[src/bezier_curve_flattener_unit_macros.svh]
// Assertion helpers for the curve flattener.
// Each check is clocked on clk and switched off while rst_n is low.
`ifndef BEZIER_CURVE_FLATTENER_UNIT_MACROS_SVH
`define BEZIER_CURVE_FLATTENER_UNIT_MACROS_SVH

// Consequent must hold in the same cycle as the antecedent.
`define BCF_ASSERT_NOW(label, ante, cons, msg) \
  label: assert property (@(posedge clk) disable iff (!rst_n) (ante) |-> (cons)) \
    else $error(msg);

// Consequent must hold in the cycle after the antecedent.
`define BCF_ASSERT_NEXT(label, ante, cons, msg) \
  label: assert property (@(posedge clk) disable iff (!rst_n) (ante) |=> (cons)) \
    else $error(msg);

`endif

[src/bcf_pkg.sv]
package bcf_pkg;

  // Coordinate and parameter formats
  localparam int COORD_BITS   = 24;
  localparam int SEG_BITS     = 6;
  localparam int MAX_SEGMENTS = 63;
  localparam int T_FRAC_BITS  = 16;
  localparam int T_W          = T_FRAC_BITS + 1;

  // Per-curve step divider: 2^(T+1) / (2n)
  localparam int DVD_W     = T_FRAC_BITS + 2;
  localparam int DVS_W     = SEG_BITS + 1;
  localparam int DIV_CNT_W = $clog2(DVD_W);
  localparam logic [DVD_W-1:0] DIVIDEND = DVD_W'(1) << (T_FRAC_BITS + 1);

  // Interpolation datapath widths
  localparam int DIFF_W = COORD_BITS + 1;
  localparam int PROD_W = DIFF_W + T_W + 1;
  localparam int RES_W  = PROD_W - T_FRAC_BITS;
  localparam logic signed [RES_W-1:0] RES_HI =
    RES_W'((64'sd1 <<< (COORD_BITS - 1)) - 64'sd1);
  localparam logic signed [RES_W-1:0] RES_LO =
    RES_W'(-(64'sd1 <<< (COORD_BITS - 1)));
  localparam logic signed [PROD_W-1:0] ROUND_HALF =
    PROD_W'(64'sd1 <<< (T_FRAC_BITS - 1));

  // Issue counter: one interpolation on one axis per count
  localparam int OP_W = 4;
  localparam int QUAD_OPS  = 3;
  localparam int CUBIC_OPS = 6;
  localparam logic [OP_W-1:0] LAST_ISSUE_QUAD  = OP_W'(2 * QUAD_OPS - 1);
  localparam logic [OP_W-1:0] LAST_ISSUE_CUBIC = OP_W'(2 * CUBIC_OPS - 1);

  localparam logic KIND_QUAD  = 1'b0;
  localparam logic KIND_CUBIC = 1'b1;

  typedef logic signed [COORD_BITS-1:0] coord_t;
  typedef logic [T_W-1:0]               tfrac_t;
  typedef logic [SEG_BITS-1:0]          seg_t;

  typedef enum logic [2:0] {
    ST_IDLE,
    ST_DIV,
    ST_ISSUE,
    ST_DRAIN,
    ST_EMIT,
    ST_END
  } bcf_state_t;

  // Operand / result slots of the de Casteljau network
  typedef enum logic [3:0] {
    NODE_P0,
    NODE_P1,
    NODE_P2,
    NODE_P3,
    NODE_A,
    NODE_B,
    NODE_D,
    NODE_E,
    NODE_F,
    NODE_C
  } bcf_node_t;

  typedef struct packed {
    bcf_node_t src_a;
    bcf_node_t src_b;
    bcf_node_t dst;
  } bcf_op_t;

  typedef struct packed {
    bcf_node_t dst;
    logic      axis;
  } lerp_tag_t;

  typedef struct packed {
    logic      valid;
    coord_t    a;
    coord_t    b;
    tfrac_t    t;
    lerp_tag_t tag;
  } lerp_req_t;

  typedef struct packed {
    logic      valid;
    coord_t    res;
    lerp_tag_t tag;
  } lerp_rsp_t;

  typedef struct packed {
    logic             start;
    logic [DVS_W-1:0] divisor;
  } div_req_t;

  typedef struct packed {
    logic             done;
    tfrac_t           quot;
    logic [DVS_W-1:0] rem;
  } div_rsp_t;

  // Interpolation program, one entry per interpolation
  function automatic bcf_op_t bcf_prog(logic kind, logic [OP_W-2:0] idx);
    bcf_op_t op;
    op = '{src_a: NODE_P0, src_b: NODE_P1, dst: NODE_A};
    if (kind == KIND_CUBIC) begin
      case (idx)
        3'd0: op = '{src_a: NODE_P0, src_b: NODE_P1, dst: NODE_A};
        3'd1: op = '{src_a: NODE_P1, src_b: NODE_P2, dst: NODE_B};
        3'd2: op = '{src_a: NODE_P2, src_b: NODE_P3, dst: NODE_D};
        3'd3: op = '{src_a: NODE_A,  src_b: NODE_B,  dst: NODE_E};
        3'd4: op = '{src_a: NODE_B,  src_b: NODE_D,  dst: NODE_F};
        3'd5: op = '{src_a: NODE_E,  src_b: NODE_F,  dst: NODE_C};
        default: op = '{src_a: NODE_P0, src_b: NODE_P1, dst: NODE_A};
      endcase
    end else begin
      case (idx)
        3'd0: op = '{src_a: NODE_P0, src_b: NODE_P1, dst: NODE_A};
        3'd1: op = '{src_a: NODE_P1, src_b: NODE_P3, dst: NODE_B};
        3'd2: op = '{src_a: NODE_A,  src_b: NODE_B,  dst: NODE_C};
        default: op = '{src_a: NODE_P0, src_b: NODE_P1, dst: NODE_A};
      endcase
    end
    return op;
  endfunction

endpackage

[src/bcf_if.sv]
// Curve input channel
interface bcf_in_if;
  logic              valid;
  logic              ready;
  logic              kind;
  bcf_pkg::coord_t   start_x;
  bcf_pkg::coord_t   start_y;
  bcf_pkg::coord_t   ctrl1_x;
  bcf_pkg::coord_t   ctrl1_y;
  bcf_pkg::coord_t   ctrl2_x;
  bcf_pkg::coord_t   ctrl2_y;
  bcf_pkg::coord_t   end_x;
  bcf_pkg::coord_t   end_y;
  bcf_pkg::seg_t     segment_count;

  modport source (
    output valid, kind, start_x, start_y, ctrl1_x, ctrl1_y, ctrl2_x, ctrl2_y,
           end_x, end_y, segment_count,
    input  ready
  );
  modport sink (
    input  valid, kind, start_x, start_y, ctrl1_x, ctrl1_y, ctrl2_x, ctrl2_y,
           end_x, end_y, segment_count,
    output ready
  );
endinterface

// Vertex output channel
interface bcf_out_if;
  logic            valid;
  logic            ready;
  bcf_pkg::coord_t vertex_x;
  bcf_pkg::coord_t vertex_y;
  logic            last;

  modport source (
    output valid, vertex_x, vertex_y, last,
    input  ready
  );
  modport sink (
    input  valid, vertex_x, vertex_y, last,
    output ready
  );
endinterface

[src/bezier_curve_flattener_unit.sv]
// Quadratic / cubic Bezier curve flattener.
// in_ch carries one curve per transfer: kind, start, ctrl1, ctrl2 (cubic only),
// end and a segment count n. out_ch returns n+1 vertices in order; vertex i
// below n is the curve at t = i/n (Q0.16, rounded), the last one is the end
// point itself with last set. A count of zero returns only the end point.
// Timing: one curve is worked at a time; in_ch.ready is high only while idle.
// After a transfer a divider derives the per-curve t step, then each
// vertex runs its interpolations through one shared multiply-add unit at one
// interpolation per cycle, x and y interleaved: 6 per vertex for quadratic,
// 12 for cubic, then a drain state and a state that loads the output register.
// Vertices leave through a single output register; when the receiver holds
// ready low the vertex stays there and the sequencer waits before loading the
// next one. Reset (rst_n low, synchronous) drops any curve in progress and
// clears the output valid.
`include "bezier_curve_flattener_unit_macros.svh"

module bezier_curve_flattener_unit (
  input  logic       clk,
  input  logic       rst_n,
  bcf_in_if.sink     in_ch,
  bcf_out_if.source  out_ch
);

  localparam int SEG_BITS     = bcf_pkg::SEG_BITS;
  localparam int MAX_SEGMENTS = bcf_pkg::MAX_SEGMENTS;
  localparam int T_FRAC_BITS  = bcf_pkg::T_FRAC_BITS;
  localparam int T_W          = bcf_pkg::T_W;
  localparam int DVS_W        = bcf_pkg::DVS_W;
  localparam int OP_W         = bcf_pkg::OP_W;

  bcf_pkg::bcf_state_t st_r, st_nxt;

  // Held curve
  bcf_pkg::coord_t p0_r [2];
  bcf_pkg::coord_t p1_r [2];
  bcf_pkg::coord_t p2_r [2];
  bcf_pkg::coord_t p3_r [2];
  logic            kind_r;
  bcf_pkg::seg_t   n_r;
  bcf_pkg::seg_t   n_in;

  // Intermediate interpolation results per axis
  bcf_pkg::coord_t a_r [2];
  bcf_pkg::coord_t b_r [2];
  bcf_pkg::coord_t d_r [2];
  bcf_pkg::coord_t e_r [2];
  bcf_pkg::coord_t f_r [2];
  bcf_pkg::coord_t c_r [2];

  // Vertex index and exact t as quotient / remainder of (2i*2^T + n) / 2n
  bcf_pkg::seg_t     vtx_r;
  bcf_pkg::tfrac_t   tq_r, tq_nxt;
  logic [DVS_W-1:0]  trem_r, trem_nxt;
  logic [DVS_W-1:0]  two_n;
  logic [DVS_W:0]    rsum;
  logic              rwrap;
  logic              vtx_final;

  logic [OP_W-1:0]   op_r;
  logic [OP_W-1:0]   last_issue;
  bcf_pkg::bcf_op_t  cur_op;
  logic              op_axis;

  logic              out_vld_r;
  bcf_pkg::coord_t   vx_r, vy_r;
  logic              last_r;

  logic              in_ready;
  logic              accept;
  logic              slot_free;
  logic              emit_ld;
  logic              end_ld;
  logic              issue_vld;

  bcf_pkg::div_req_t  div_req;
  bcf_pkg::div_rsp_t  div_rsp;
  bcf_pkg::lerp_req_t lerp_req;
  bcf_pkg::lerp_rsp_t lerp_rsp;

  // Read one node of the network for the given axis
  function automatic bcf_pkg::coord_t node_val(bcf_pkg::bcf_node_t nd, logic ax);
    bcf_pkg::coord_t v;
    case (nd)
      bcf_pkg::NODE_P0: v = p0_r[ax];
      bcf_pkg::NODE_P1: v = p1_r[ax];
      bcf_pkg::NODE_P2: v = p2_r[ax];
      bcf_pkg::NODE_P3: v = p3_r[ax];
      bcf_pkg::NODE_A:  v = a_r[ax];
      bcf_pkg::NODE_B:  v = b_r[ax];
      bcf_pkg::NODE_D:  v = d_r[ax];
      bcf_pkg::NODE_E:  v = e_r[ax];
      bcf_pkg::NODE_F:  v = f_r[ax];
      bcf_pkg::NODE_C:  v = c_r[ax];
      default:          v = p0_r[ax];
    endcase
    return v;
  endfunction

  // Saturate the incoming count
  assign n_in = (in_ch.segment_count > SEG_BITS'(MAX_SEGMENTS)) ?
                SEG_BITS'(MAX_SEGMENTS) : in_ch.segment_count;

  assign accept     = in_ready && in_ch.valid;
  assign slot_free  = !out_vld_r || out_ch.ready;
  assign last_issue = (kind_r == bcf_pkg::KIND_CUBIC) ?
                      bcf_pkg::LAST_ISSUE_CUBIC : bcf_pkg::LAST_ISSUE_QUAD;
  assign vtx_final  = (vtx_r + SEG_BITS'(1)) == n_r;
  assign two_n      = {n_r, 1'b0};

  // Next state
  always_comb begin
    st_nxt = st_r;
    case (st_r)
      bcf_pkg::ST_IDLE: begin
        if (in_ch.valid) begin
          st_nxt = (n_in == '0) ? bcf_pkg::ST_END : bcf_pkg::ST_DIV;
        end
      end
      bcf_pkg::ST_DIV: begin
        if (div_rsp.done) begin
          st_nxt = bcf_pkg::ST_ISSUE;
        end
      end
      bcf_pkg::ST_ISSUE: begin
        if (op_r == last_issue) begin
          st_nxt = bcf_pkg::ST_DRAIN;
        end
      end
      bcf_pkg::ST_DRAIN: st_nxt = bcf_pkg::ST_EMIT;
      bcf_pkg::ST_EMIT: begin
        if (slot_free) begin
          st_nxt = vtx_final ? bcf_pkg::ST_END : bcf_pkg::ST_ISSUE;
        end
      end
      bcf_pkg::ST_END: begin
        if (slot_free) begin
          st_nxt = bcf_pkg::ST_IDLE;
        end
      end
      default: st_nxt = bcf_pkg::ST_IDLE;
    endcase
  end

  // State outputs
  always_comb begin
    in_ready  = 1'b0;
    issue_vld = 1'b0;
    emit_ld   = 1'b0;
    end_ld    = 1'b0;
    case (st_r)
      bcf_pkg::ST_IDLE:  in_ready  = 1'b1;
      bcf_pkg::ST_ISSUE: issue_vld = 1'b1;
      bcf_pkg::ST_EMIT:  emit_ld   = slot_free;
      bcf_pkg::ST_END:   end_ld    = slot_free;
      default: ;
    endcase
  end

  always_ff @(posedge clk) begin
    if (!rst_n) begin
      st_r <= bcf_pkg::ST_IDLE;
    end else begin
      st_r <= st_nxt;
    end
  end

  // Step divider, started on a transfer with a nonzero count
  assign div_req.start   = accept && (n_in != '0);
  assign div_req.divisor = {n_in, 1'b0};

  bcf_div u_div (
    .clk   (clk),
    .rst_n (rst_n),
    .req   (div_req),
    .rsp   (div_rsp)
  );

  // Issue one interpolation per cycle, x then y for each interpolation
  always_comb begin
    op_axis            = op_r[0];
    cur_op             = bcf_pkg::bcf_prog(kind_r, op_r[OP_W-1:1]);
    lerp_req.valid     = issue_vld;
    lerp_req.a         = node_val(cur_op.src_a, op_axis);
    lerp_req.b         = node_val(cur_op.src_b, op_axis);
    lerp_req.t         = tq_r;
    lerp_req.tag.dst   = cur_op.dst;
    lerp_req.tag.axis  = op_axis;
  end

  bcf_lerp u_lerp (
    .clk   (clk),
    .rst_n (rst_n),
    .req   (lerp_req),
    .rsp   (lerp_rsp)
  );

  always_ff @(posedge clk) begin
    if (!rst_n) begin
      op_r <= '0;
    end else if (issue_vld) begin
      op_r <= (op_r == last_issue) ? '0 : op_r + OP_W'(1);
    end
  end

  // Advance t by 1/n: add the step quotient, wrap the remainder at 2n
  always_comb begin
    rsum     = {1'b0, trem_r} + {1'b0, div_rsp.rem};
    rwrap    = rsum >= {1'b0, two_n};
    trem_nxt = rwrap ? DVS_W'(rsum - {1'b0, two_n}) : DVS_W'(rsum);
    tq_nxt   = tq_r + div_rsp.quot + T_W'(rwrap);
  end

  // Hold the curve and walk the vertices
  always_ff @(posedge clk) begin
    if (accept) begin
      kind_r  <= in_ch.kind;
      n_r     <= n_in;
      p0_r[0] <= in_ch.start_x;
      p0_r[1] <= in_ch.start_y;
      p1_r[0] <= in_ch.ctrl1_x;
      p1_r[1] <= in_ch.ctrl1_y;
      p2_r[0] <= in_ch.ctrl2_x;
      p2_r[1] <= in_ch.ctrl2_y;
      p3_r[0] <= in_ch.end_x;
      p3_r[1] <= in_ch.end_y;
      vtx_r   <= '0;
      tq_r    <= '0;
      trem_r  <= DVS_W'(n_in);
    end else if (emit_ld && !vtx_final) begin
      vtx_r  <= vtx_r + SEG_BITS'(1);
      tq_r   <= tq_nxt;
      trem_r <= trem_nxt;
    end
  end

  // Write back interpolation results
  always_ff @(posedge clk) begin
    if (lerp_rsp.valid) begin
      case (lerp_rsp.tag.dst)
        bcf_pkg::NODE_A: a_r[lerp_rsp.tag.axis] <= lerp_rsp.res;
        bcf_pkg::NODE_B: b_r[lerp_rsp.tag.axis] <= lerp_rsp.res;
        bcf_pkg::NODE_D: d_r[lerp_rsp.tag.axis] <= lerp_rsp.res;
        bcf_pkg::NODE_E: e_r[lerp_rsp.tag.axis] <= lerp_rsp.res;
        bcf_pkg::NODE_F: f_r[lerp_rsp.tag.axis] <= lerp_rsp.res;
        bcf_pkg::NODE_C: c_r[lerp_rsp.tag.axis] <= lerp_rsp.res;
        default: ;
      endcase
    end
  end

  // Output register: load a vertex or the end point, drop on transfer
  always_ff @(posedge clk) begin
    if (!rst_n) begin
      out_vld_r <= 1'b0;
    end else if (emit_ld || end_ld) begin
      out_vld_r <= 1'b1;
    end else if (out_ch.ready) begin
      out_vld_r <= 1'b0;
    end
  end

  always_ff @(posedge clk) begin
    if (emit_ld) begin
      vx_r   <= c_r[0];
      vy_r   <= c_r[1];
      last_r <= 1'b0;
    end else if (end_ld) begin
      vx_r   <= p3_r[0];
      vy_r   <= p3_r[1];
      last_r <= 1'b1;
    end
  end

  assign in_ch.ready     = in_ready;
  assign out_ch.valid    = out_vld_r;
  assign out_ch.vertex_x = vx_r;
  assign out_ch.vertex_y = vy_r;
  assign out_ch.last     = last_r;

  `BCF_ASSERT_NOW(a_t_below_one, st_r == bcf_pkg::ST_ISSUE, tq_r[T_FRAC_BITS] == 1'b0, "t reached one before the end point")
  `BCF_ASSERT_NOW(a_rem_bound, st_r == bcf_pkg::ST_ISSUE, trem_r < two_n, "t remainder not below 2n")
  `BCF_ASSERT_NOW(a_vtx_bound, st_r == bcf_pkg::ST_ISSUE, vtx_r < n_r, "vertex index past count")
  `BCF_ASSERT_NOW(a_lerp_window, lerp_rsp.valid, st_r == bcf_pkg::ST_ISSUE || st_r == bcf_pkg::ST_DRAIN, "interpolation result outside vertex work")
  `BCF_ASSERT_NEXT(a_end_to_idle, end_ld, st_r == bcf_pkg::ST_IDLE && out_vld_r && last_r, "end point not loaded with last")

endmodule

[src/bcf_div.sv]
module bcf_div (
  input  logic              clk,
  input  logic              rst_n,
  input  bcf_pkg::div_req_t req,
  output bcf_pkg::div_rsp_t rsp
);

  localparam int DVD_W     = bcf_pkg::DVD_W;
  localparam int DVS_W     = bcf_pkg::DVS_W;
  localparam int DIV_CNT_W = bcf_pkg::DIV_CNT_W;
  localparam int T_W       = bcf_pkg::T_W;

  logic                 busy_r;
  logic [DIV_CNT_W-1:0] cnt_r;
  logic [DVD_W-1:0]     quo_r, quo_nxt;
  logic [DVS_W-1:0]     rem_r, rem_nxt;
  logic [DVS_W-1:0]     dvs_r;
  logic [DVS_W:0]       shifted;
  logic                 fits;
  logic                 last_step;

  // One restoring step: shift in a dividend bit, subtract if it fits
  always_comb begin
    shifted   = {rem_r, quo_r[DVD_W-1]};
    fits      = shifted >= {1'b0, dvs_r};
    rem_nxt   = fits ? DVS_W'(shifted - {1'b0, dvs_r}) : DVS_W'(shifted);
    quo_nxt   = {quo_r[DVD_W-2:0], fits};
    last_step = busy_r && (cnt_r == DIV_CNT_W'(DVD_W - 1));
  end

  // Control: start, count steps, stop
  always_ff @(posedge clk) begin
    if (!rst_n) begin
      busy_r <= 1'b0;
      cnt_r  <= '0;
    end else if (req.start) begin
      busy_r <= 1'b1;
      cnt_r  <= '0;
    end else if (busy_r) begin
      cnt_r <= cnt_r + DIV_CNT_W'(1);
      if (last_step) begin
        busy_r <= 1'b0;
      end
    end
  end

  // Datapath: load dividend, iterate
  always_ff @(posedge clk) begin
    if (req.start) begin
      quo_r <= bcf_pkg::DIVIDEND;
      rem_r <= '0;
      dvs_r <= req.divisor;
    end else if (busy_r) begin
      quo_r <= quo_nxt;
      rem_r <= rem_nxt;
    end
  end

  assign rsp.done = last_step;
  assign rsp.quot = quo_r[T_W-1:0];
  assign rsp.rem  = rem_r;

endmodule

[src/bcf_lerp.sv]
module bcf_lerp (
  input  logic               clk,
  input  logic               rst_n,
  input  bcf_pkg::lerp_req_t req,
  output bcf_pkg::lerp_rsp_t rsp
);

  localparam int COORD_BITS  = bcf_pkg::COORD_BITS;
  localparam int T_FRAC_BITS = bcf_pkg::T_FRAC_BITS;
  localparam int T_W         = bcf_pkg::T_W;
  localparam int DIFF_W      = bcf_pkg::DIFF_W;
  localparam int PROD_W      = bcf_pkg::PROD_W;
  localparam int RES_W       = bcf_pkg::RES_W;

  logic signed [DIFF_W-1:0] diff;
  logic signed [T_W:0]      t_s;
  logic signed [PROD_W-1:0] prod_nxt;
  logic signed [PROD_W-1:0] prod_r;
  logic signed [PROD_W-1:0] sum;
  logic signed [RES_W-1:0]  res;
  bcf_pkg::coord_t          a_r;
  bcf_pkg::lerp_tag_t       tag_r;
  logic                     vld_r;
  bcf_pkg::coord_t          res_sat;

  // Stage 1: (b - a) * t, since a*u + b*t == a*2^T + (b - a)*t
  always_comb begin
    diff     = DIFF_W'(req.b) - DIFF_W'(req.a);
    t_s      = signed'({1'b0, req.t});
    prod_nxt = diff * t_s;
  end

  always_ff @(posedge clk) begin
    if (!rst_n) begin
      vld_r <= 1'b0;
    end else begin
      vld_r <= req.valid;
    end
  end

  always_ff @(posedge clk) begin
    prod_r <= prod_nxt;
    a_r    <= req.a;
    tag_r  <= req.tag;
  end

  // Stage 2: add a*2^T, round half up, floor shift, clamp
  always_comb begin
    sum = (PROD_W'(a_r) <<< T_FRAC_BITS) + prod_r + bcf_pkg::ROUND_HALF;
    res = RES_W'(sum >>> T_FRAC_BITS);
    if (res > bcf_pkg::RES_HI) begin
      res_sat = COORD_BITS'(bcf_pkg::RES_HI);
    end else if (res < bcf_pkg::RES_LO) begin
      res_sat = COORD_BITS'(bcf_pkg::RES_LO);
    end else begin
      res_sat = COORD_BITS'(res);
    end
  end

  assign rsp.valid = vld_r;
  assign rsp.res   = res_sat;
  assign rsp.tag   = tag_r;

endmodule

[src/flat_wrapper.sv]
// flat-port wrapper written by rule: the top's interface ports become plain ports
module bezier_curve_flattener_unit_flat 
  (clk, rst_n, in_ch_valid, in_ch_kind, in_ch_start_x, in_ch_start_y, in_ch_ctrl1_x, in_ch_ctrl1_y, in_ch_ctrl2_x, in_ch_ctrl2_y, in_ch_end_x, in_ch_end_y, in_ch_segment_count, in_ch_ready, out_ch_valid, out_ch_vertex_x, out_ch_vertex_y, out_ch_last, out_ch_ready);
  bcf_in_if in_ch_i ();
  bcf_out_if out_ch_i ();
  input  logic clk;
  input  logic rst_n;
  input wire logic [$bits(in_ch_i.valid)-1:0] in_ch_valid;
  input wire logic [$bits(in_ch_i.kind)-1:0] in_ch_kind;
  input wire logic [$bits(in_ch_i.start_x)-1:0] in_ch_start_x;
  input wire logic [$bits(in_ch_i.start_y)-1:0] in_ch_start_y;
  input wire logic [$bits(in_ch_i.ctrl1_x)-1:0] in_ch_ctrl1_x;
  input wire logic [$bits(in_ch_i.ctrl1_y)-1:0] in_ch_ctrl1_y;
  input wire logic [$bits(in_ch_i.ctrl2_x)-1:0] in_ch_ctrl2_x;
  input wire logic [$bits(in_ch_i.ctrl2_y)-1:0] in_ch_ctrl2_y;
  input wire logic [$bits(in_ch_i.end_x)-1:0] in_ch_end_x;
  input wire logic [$bits(in_ch_i.end_y)-1:0] in_ch_end_y;
  input wire logic [$bits(in_ch_i.segment_count)-1:0] in_ch_segment_count;
  output wire logic [$bits(in_ch_i.ready)-1:0] in_ch_ready;
  output wire logic [$bits(out_ch_i.valid)-1:0] out_ch_valid;
  output wire logic [$bits(out_ch_i.vertex_x)-1:0] out_ch_vertex_x;
  output wire logic [$bits(out_ch_i.vertex_y)-1:0] out_ch_vertex_y;
  output wire logic [$bits(out_ch_i.last)-1:0] out_ch_last;
  input wire logic [$bits(out_ch_i.ready)-1:0] out_ch_ready;
  assign in_ch_i.valid = in_ch_valid;
  assign in_ch_i.kind = in_ch_kind;
  assign in_ch_i.start_x = in_ch_start_x;
  assign in_ch_i.start_y = in_ch_start_y;
  assign in_ch_i.ctrl1_x = in_ch_ctrl1_x;
  assign in_ch_i.ctrl1_y = in_ch_ctrl1_y;
  assign in_ch_i.ctrl2_x = in_ch_ctrl2_x;
  assign in_ch_i.ctrl2_y = in_ch_ctrl2_y;
  assign in_ch_i.end_x = in_ch_end_x;
  assign in_ch_i.end_y = in_ch_end_y;
  assign in_ch_i.segment_count = in_ch_segment_count;
  assign in_ch_ready = in_ch_i.ready;
  assign out_ch_valid = out_ch_i.valid;
  assign out_ch_vertex_x = out_ch_i.vertex_x;
  assign out_ch_vertex_y = out_ch_i.vertex_y;
  assign out_ch_last = out_ch_i.last;
  assign out_ch_i.ready = out_ch_ready;
  bezier_curve_flattener_unit u_core (.clk(clk), .rst_n(rst_n), .in_ch(in_ch_i), .out_ch(out_ch_i));
endmodule
[config.mk]
export PLATFORM = sky130hd
export DESIGN_NAME = bezier_curve_flattener_unit_flat
export DESIGN_NICKNAME = d
export VERILOG_FILES = /design/src/bcf_pkg.sv /design/src/bcf_if.sv /design/src/bezier_curve_flattener_unit.sv /design/src/bcf_div.sv /design/src/bcf_lerp.sv /design/src/flat_wrapper.sv
export VERILOG_INCLUDE_DIRS = /design/src /design/src/src
export SDC_FILE = /design/constraint.sdc
export NUM_CORES = 2
export LEC_CHECK = 0
export BUFFER_PORTS_ARGS = -buffer_cell sky130_fd_sc_hd__buf_2
export CORE_ASPECT_RATIO = 2
export CORE_UTILIZATION = 57
export DETAILED_ROUTE_END_ITERATION = 6
export GPL_TIMING_DRIVEN = 0
export PLACE_DENSITY = 0.87
export SYNTH_ARGS = -nofsm -noshare
export SYNTH_HDL_FRONTEND = slang
export SYNTH_SLANG_ARGS = --single-unit
[constraint.sdc]
create_clock -name clk -period 10.26 [get_ports clk]
set_clock_uncertainty 0.15 [all_clocks]
set_input_delay 1.026 -clock clk [delete_from_list [all_inputs] [get_ports clk]]
set_output_delay 1.026 -clock clk [all_outputs]
set_load 0.05 [all_outputs]
==> results.json <==
{
  "synth_edf_count": 547,
  "io_pins": 254,
  "wl_um": 160000,
  "ir_worst_vdd_mv": 0.144,
  "setup_viol": 22,
  "status": "finished with violations",
  "dp_hpwl_um": 115000,
  "cp_max_fo": 10,
  "syn_to_final_growth_pct": 18.0,
  "clock_latency_ps": 710,
  "slew_viol_final": 11,
  "avgRoutedWirePerCell_um": 28.6,
  "dieHeight_um": 404,
  "worstSetupPathType": "flop to flop",
  "critPathLaunchType": "flop",
  "cts_buffers": 58,
  "htree_levels": 2,
  "rsz0062_at_grt": "yes",
  "grt_pass1_wl_um": 228000,
  "grt.total_usage_pct": 38.8,
  "syn_nets": 4854,
  "synth.yosys.seq_area_share_pct": 41.0,
  "yosys_most_used_dff": "edfxtp_1",
  "gp_congestion": 1.04,
  "detail-route-antenna-nets": 0,
  "cp.arrival_ps": 11390,
  "vias_per_cell": 6.45,
  "cts-root-buf": "clkbuf_16",
  "max_stage_delay_ps": 750,
  "dieArea_um2": 82100,
  "synthCells": 4038,
  "hold_violations": 0,
  "clkSlewWorstSetupHoldPaths_ps": 70,
  "fin_crit_ps": 10960,
  "gr-total-overflow": 0,
  "vias": 36000,
  "ys_top_cells_by_area": "edfxtp_1 (36%), fa_1 (18%), dfxtp_1 (5.3%)",
  "tightest_slew_ps": 1520,
  "cap_violations": 1,
  "violations": "max-capacitance violations, max-slew violations, negative setup slack",
  "die_x_um": 203,
  "ys_seq_elements": 670,
  "crit_slowest_cell": "a2111oi_4",
  "antenna_found_initial": 8,
  "port_buffers": 253,
  "fin_nets": 5297,
  "ys_types": 73,
  "syn_area_per_cell_um2": 11.4,
  "firstDrtPassIters": 7,
  "async_flop_share_pct": 0,
  "initial_core_util_pct": 57.5,
  "cts.path.max_buffers": 3,
  "worst-path-buf-inv": 10,
  "synth_top_area_share_pct": 35.6,
  "finalCritPeriodShare_pct": 107,
  "dp.cells": 5349,
  "critPathRequiredTime_ps": 10690,
  "ys_warn_count": 0,
  "clock_sinks": 670,
  "ctsHoldBuffers": 0,
  "coreArea_um2": 80200,
  "grt_pass1_vias": 37700,
  "setup_ws_ps": -701,
  "synth_top_cell_by_area": "edfxtp_1",
  "most-common-layout-cells": "edfxtp_1 (547), inv_1 (535), fa_1 (410)",
  "slew_headroom_pct": -1.34,
  "drt_first_iter_violations": 3523,
  "drc_errors": 0,
  "fin_cells": 5589,
  "layout_commonest_cell": "edfxtp_1",
  "hp-class": "flop to flop",
  "num_rows": 147,
  "leakagePower_nw": 22.3,
  "fmax_ghz": 0.0912,
  "grt_max_degree": 120,
  "power_density_nw_per_um2": 131,
  "pre_cts_ws_ps": -4630,
  "path_delay_family": "adder cells",
  "synth_area_um2": 46100,
  "end_kind": "flop",
  "drive_gt1_share_pct": 21.7,
  "cts_tree": "built"
}
-- power by group --
part	internal, W	switching (W)
registers	0.00312	0.0000586
logic	0.000543	0.000998
clock network	0.00129	0.00110
-- registers in the layout (all words and copies together) (netlist names), 28 cells and up, named ones only --
name / flops
u_core.u_lerp.prod_r: 28
u_core.p0_r: 48
u_core.e_r: 48
u_core.p2_r: 48
u_core.p3_r: 48
u_core.f_r: 48
u_core.b_r: 48
u_core.c_r: 48
u_core.d_r: 48
u_core.a_r: 48
u_core.p1_r: 48
-- worst register-to-register path: cells and delay by family (launching register included) --
family                   cells  cell delay (ps)
buffers and inverters       10             1630
AND/OR/NAND/NOR              7             1340
flip-flops                   1              420
multiplexers                 1              400
XOR/XNOR                     1              180
adder cells (fa/ha/maj)      8             3610
AO/OA/AOI/OAI               14             3080
-- timing repair --
| item | 4_1_cts | 5_1_grt |
|---|---|---|
| setup buffers | 62 | 50 |
| hold endpoints to repair | 0 | 0 |
| endpoints found under the setup margin | 28 | 27 |
| resized for setup | 423 | 167 |
| gates cloned | 1 | 5 |
| pin swaps | 65 | 82 |
-- final timing paths --
kind	from	endpoint	slack, ps	depth (start not counted)
worst max-delay path	flop	u_core.u_lerp.prod_r[38]	-700	41
worst min-delay path	u_core.out_ch.last	u_core.out_ch.last	290	2
worst max register to register	flop	u_core.u_lerp.prod_r[38]	-700	41
worst min register to register	u_core.out_ch.last	u_core.out_ch.last	290	2
-- cells by family (layout without fill, tap and decap cells) --
kind of cell,after synthesis,in the layout,share of synthesized area (%)
XOR/XNOR,114,114,2.20
AND/OR/NAND/NOR,1022,1022,10.9
adder cells (fa/ha/maj),613,613,23.5
buffers and inverters,762,1255,6.31
flip-flops,670,670,41.0
other,0,15,0
multiplexers,317,317,8.55
AO/OA/AOI/OAI,540,540,7.58
-- per-layer routing --
metal	track usage [%]	routed length (µm)	vias to the layer above	part of all wire [%]
met5	0	15	-	0.0094
met4	38.5	20600	2	13
met3	9.16	15300	1160	9.5
met2	68.2	79900	2812	50
met1	35.7	44300	17400	28
li1	-	-	14700	-
-- layout make-up --
class / instances / area, µm²
Antenna cell: 15 / 37.5
Buffer: 209 / 1540
Clock buffer: 73 / 1590
Clock inverter: 37 / 448
Fill cell: 5408 / 25800
Inverter: 551 / 2100
Multi-Input combinational cell: 2606 / 26000
Sequential cell: 670 / 18900
Tap cell: 1043 / 1310
Timing Repair Buffer: 385 / 2490
-- per-stage QoR --
step | util, % | cell area, µm² | total power, W | TNS (ps) | hold WS [ps]
global placement | 60.7 | 48700 | 0.00434 | -105750 | 285
finish | 67.8 | 54400 | 0.00711 | -9800 | 295
detailed placement | 61.0 | 49000 | 0.00437 | -109260 | 287
CTS | 66.4 | 53200 | 0.00688 | -11.1 | 298
global route | 67.8 | 54300 | 0.00725 | -15860 | 324
floorplan | - | 46100 | 0.00394 | 0 | 249
-- cell usage after synthesis (9+ instances only) --
library cell  count
nor3_1           40
o21a_1           15
nor2_1          113
mux4_2           51
nand2_1         397
nand2b_1         24
xnor2_1          71
o21ai_0          88
clkbuf_1        169
nor2b_1          79
o211ai_1         17
edfxtp_1        547
dfxtp_1         123
ha_1            192
a31oi_1          18
fa_1            421
o21ai_2          21
o22ai_1          80
and2_1          185
o211a_1           9
xor2_1           42
buf_2            23
inv_1           549
or3_1            25
a21oi_1         140
a211oi_1         14
nand4_1          30
nor4_1           24
a2111oi_0        27
o31ai_1          11
o21bai_1         10
mux2i_1         163
nand3_1          73
mux2_2          103
a21o_1           35
buf_1            16
(Power assumes the default switching activity.)
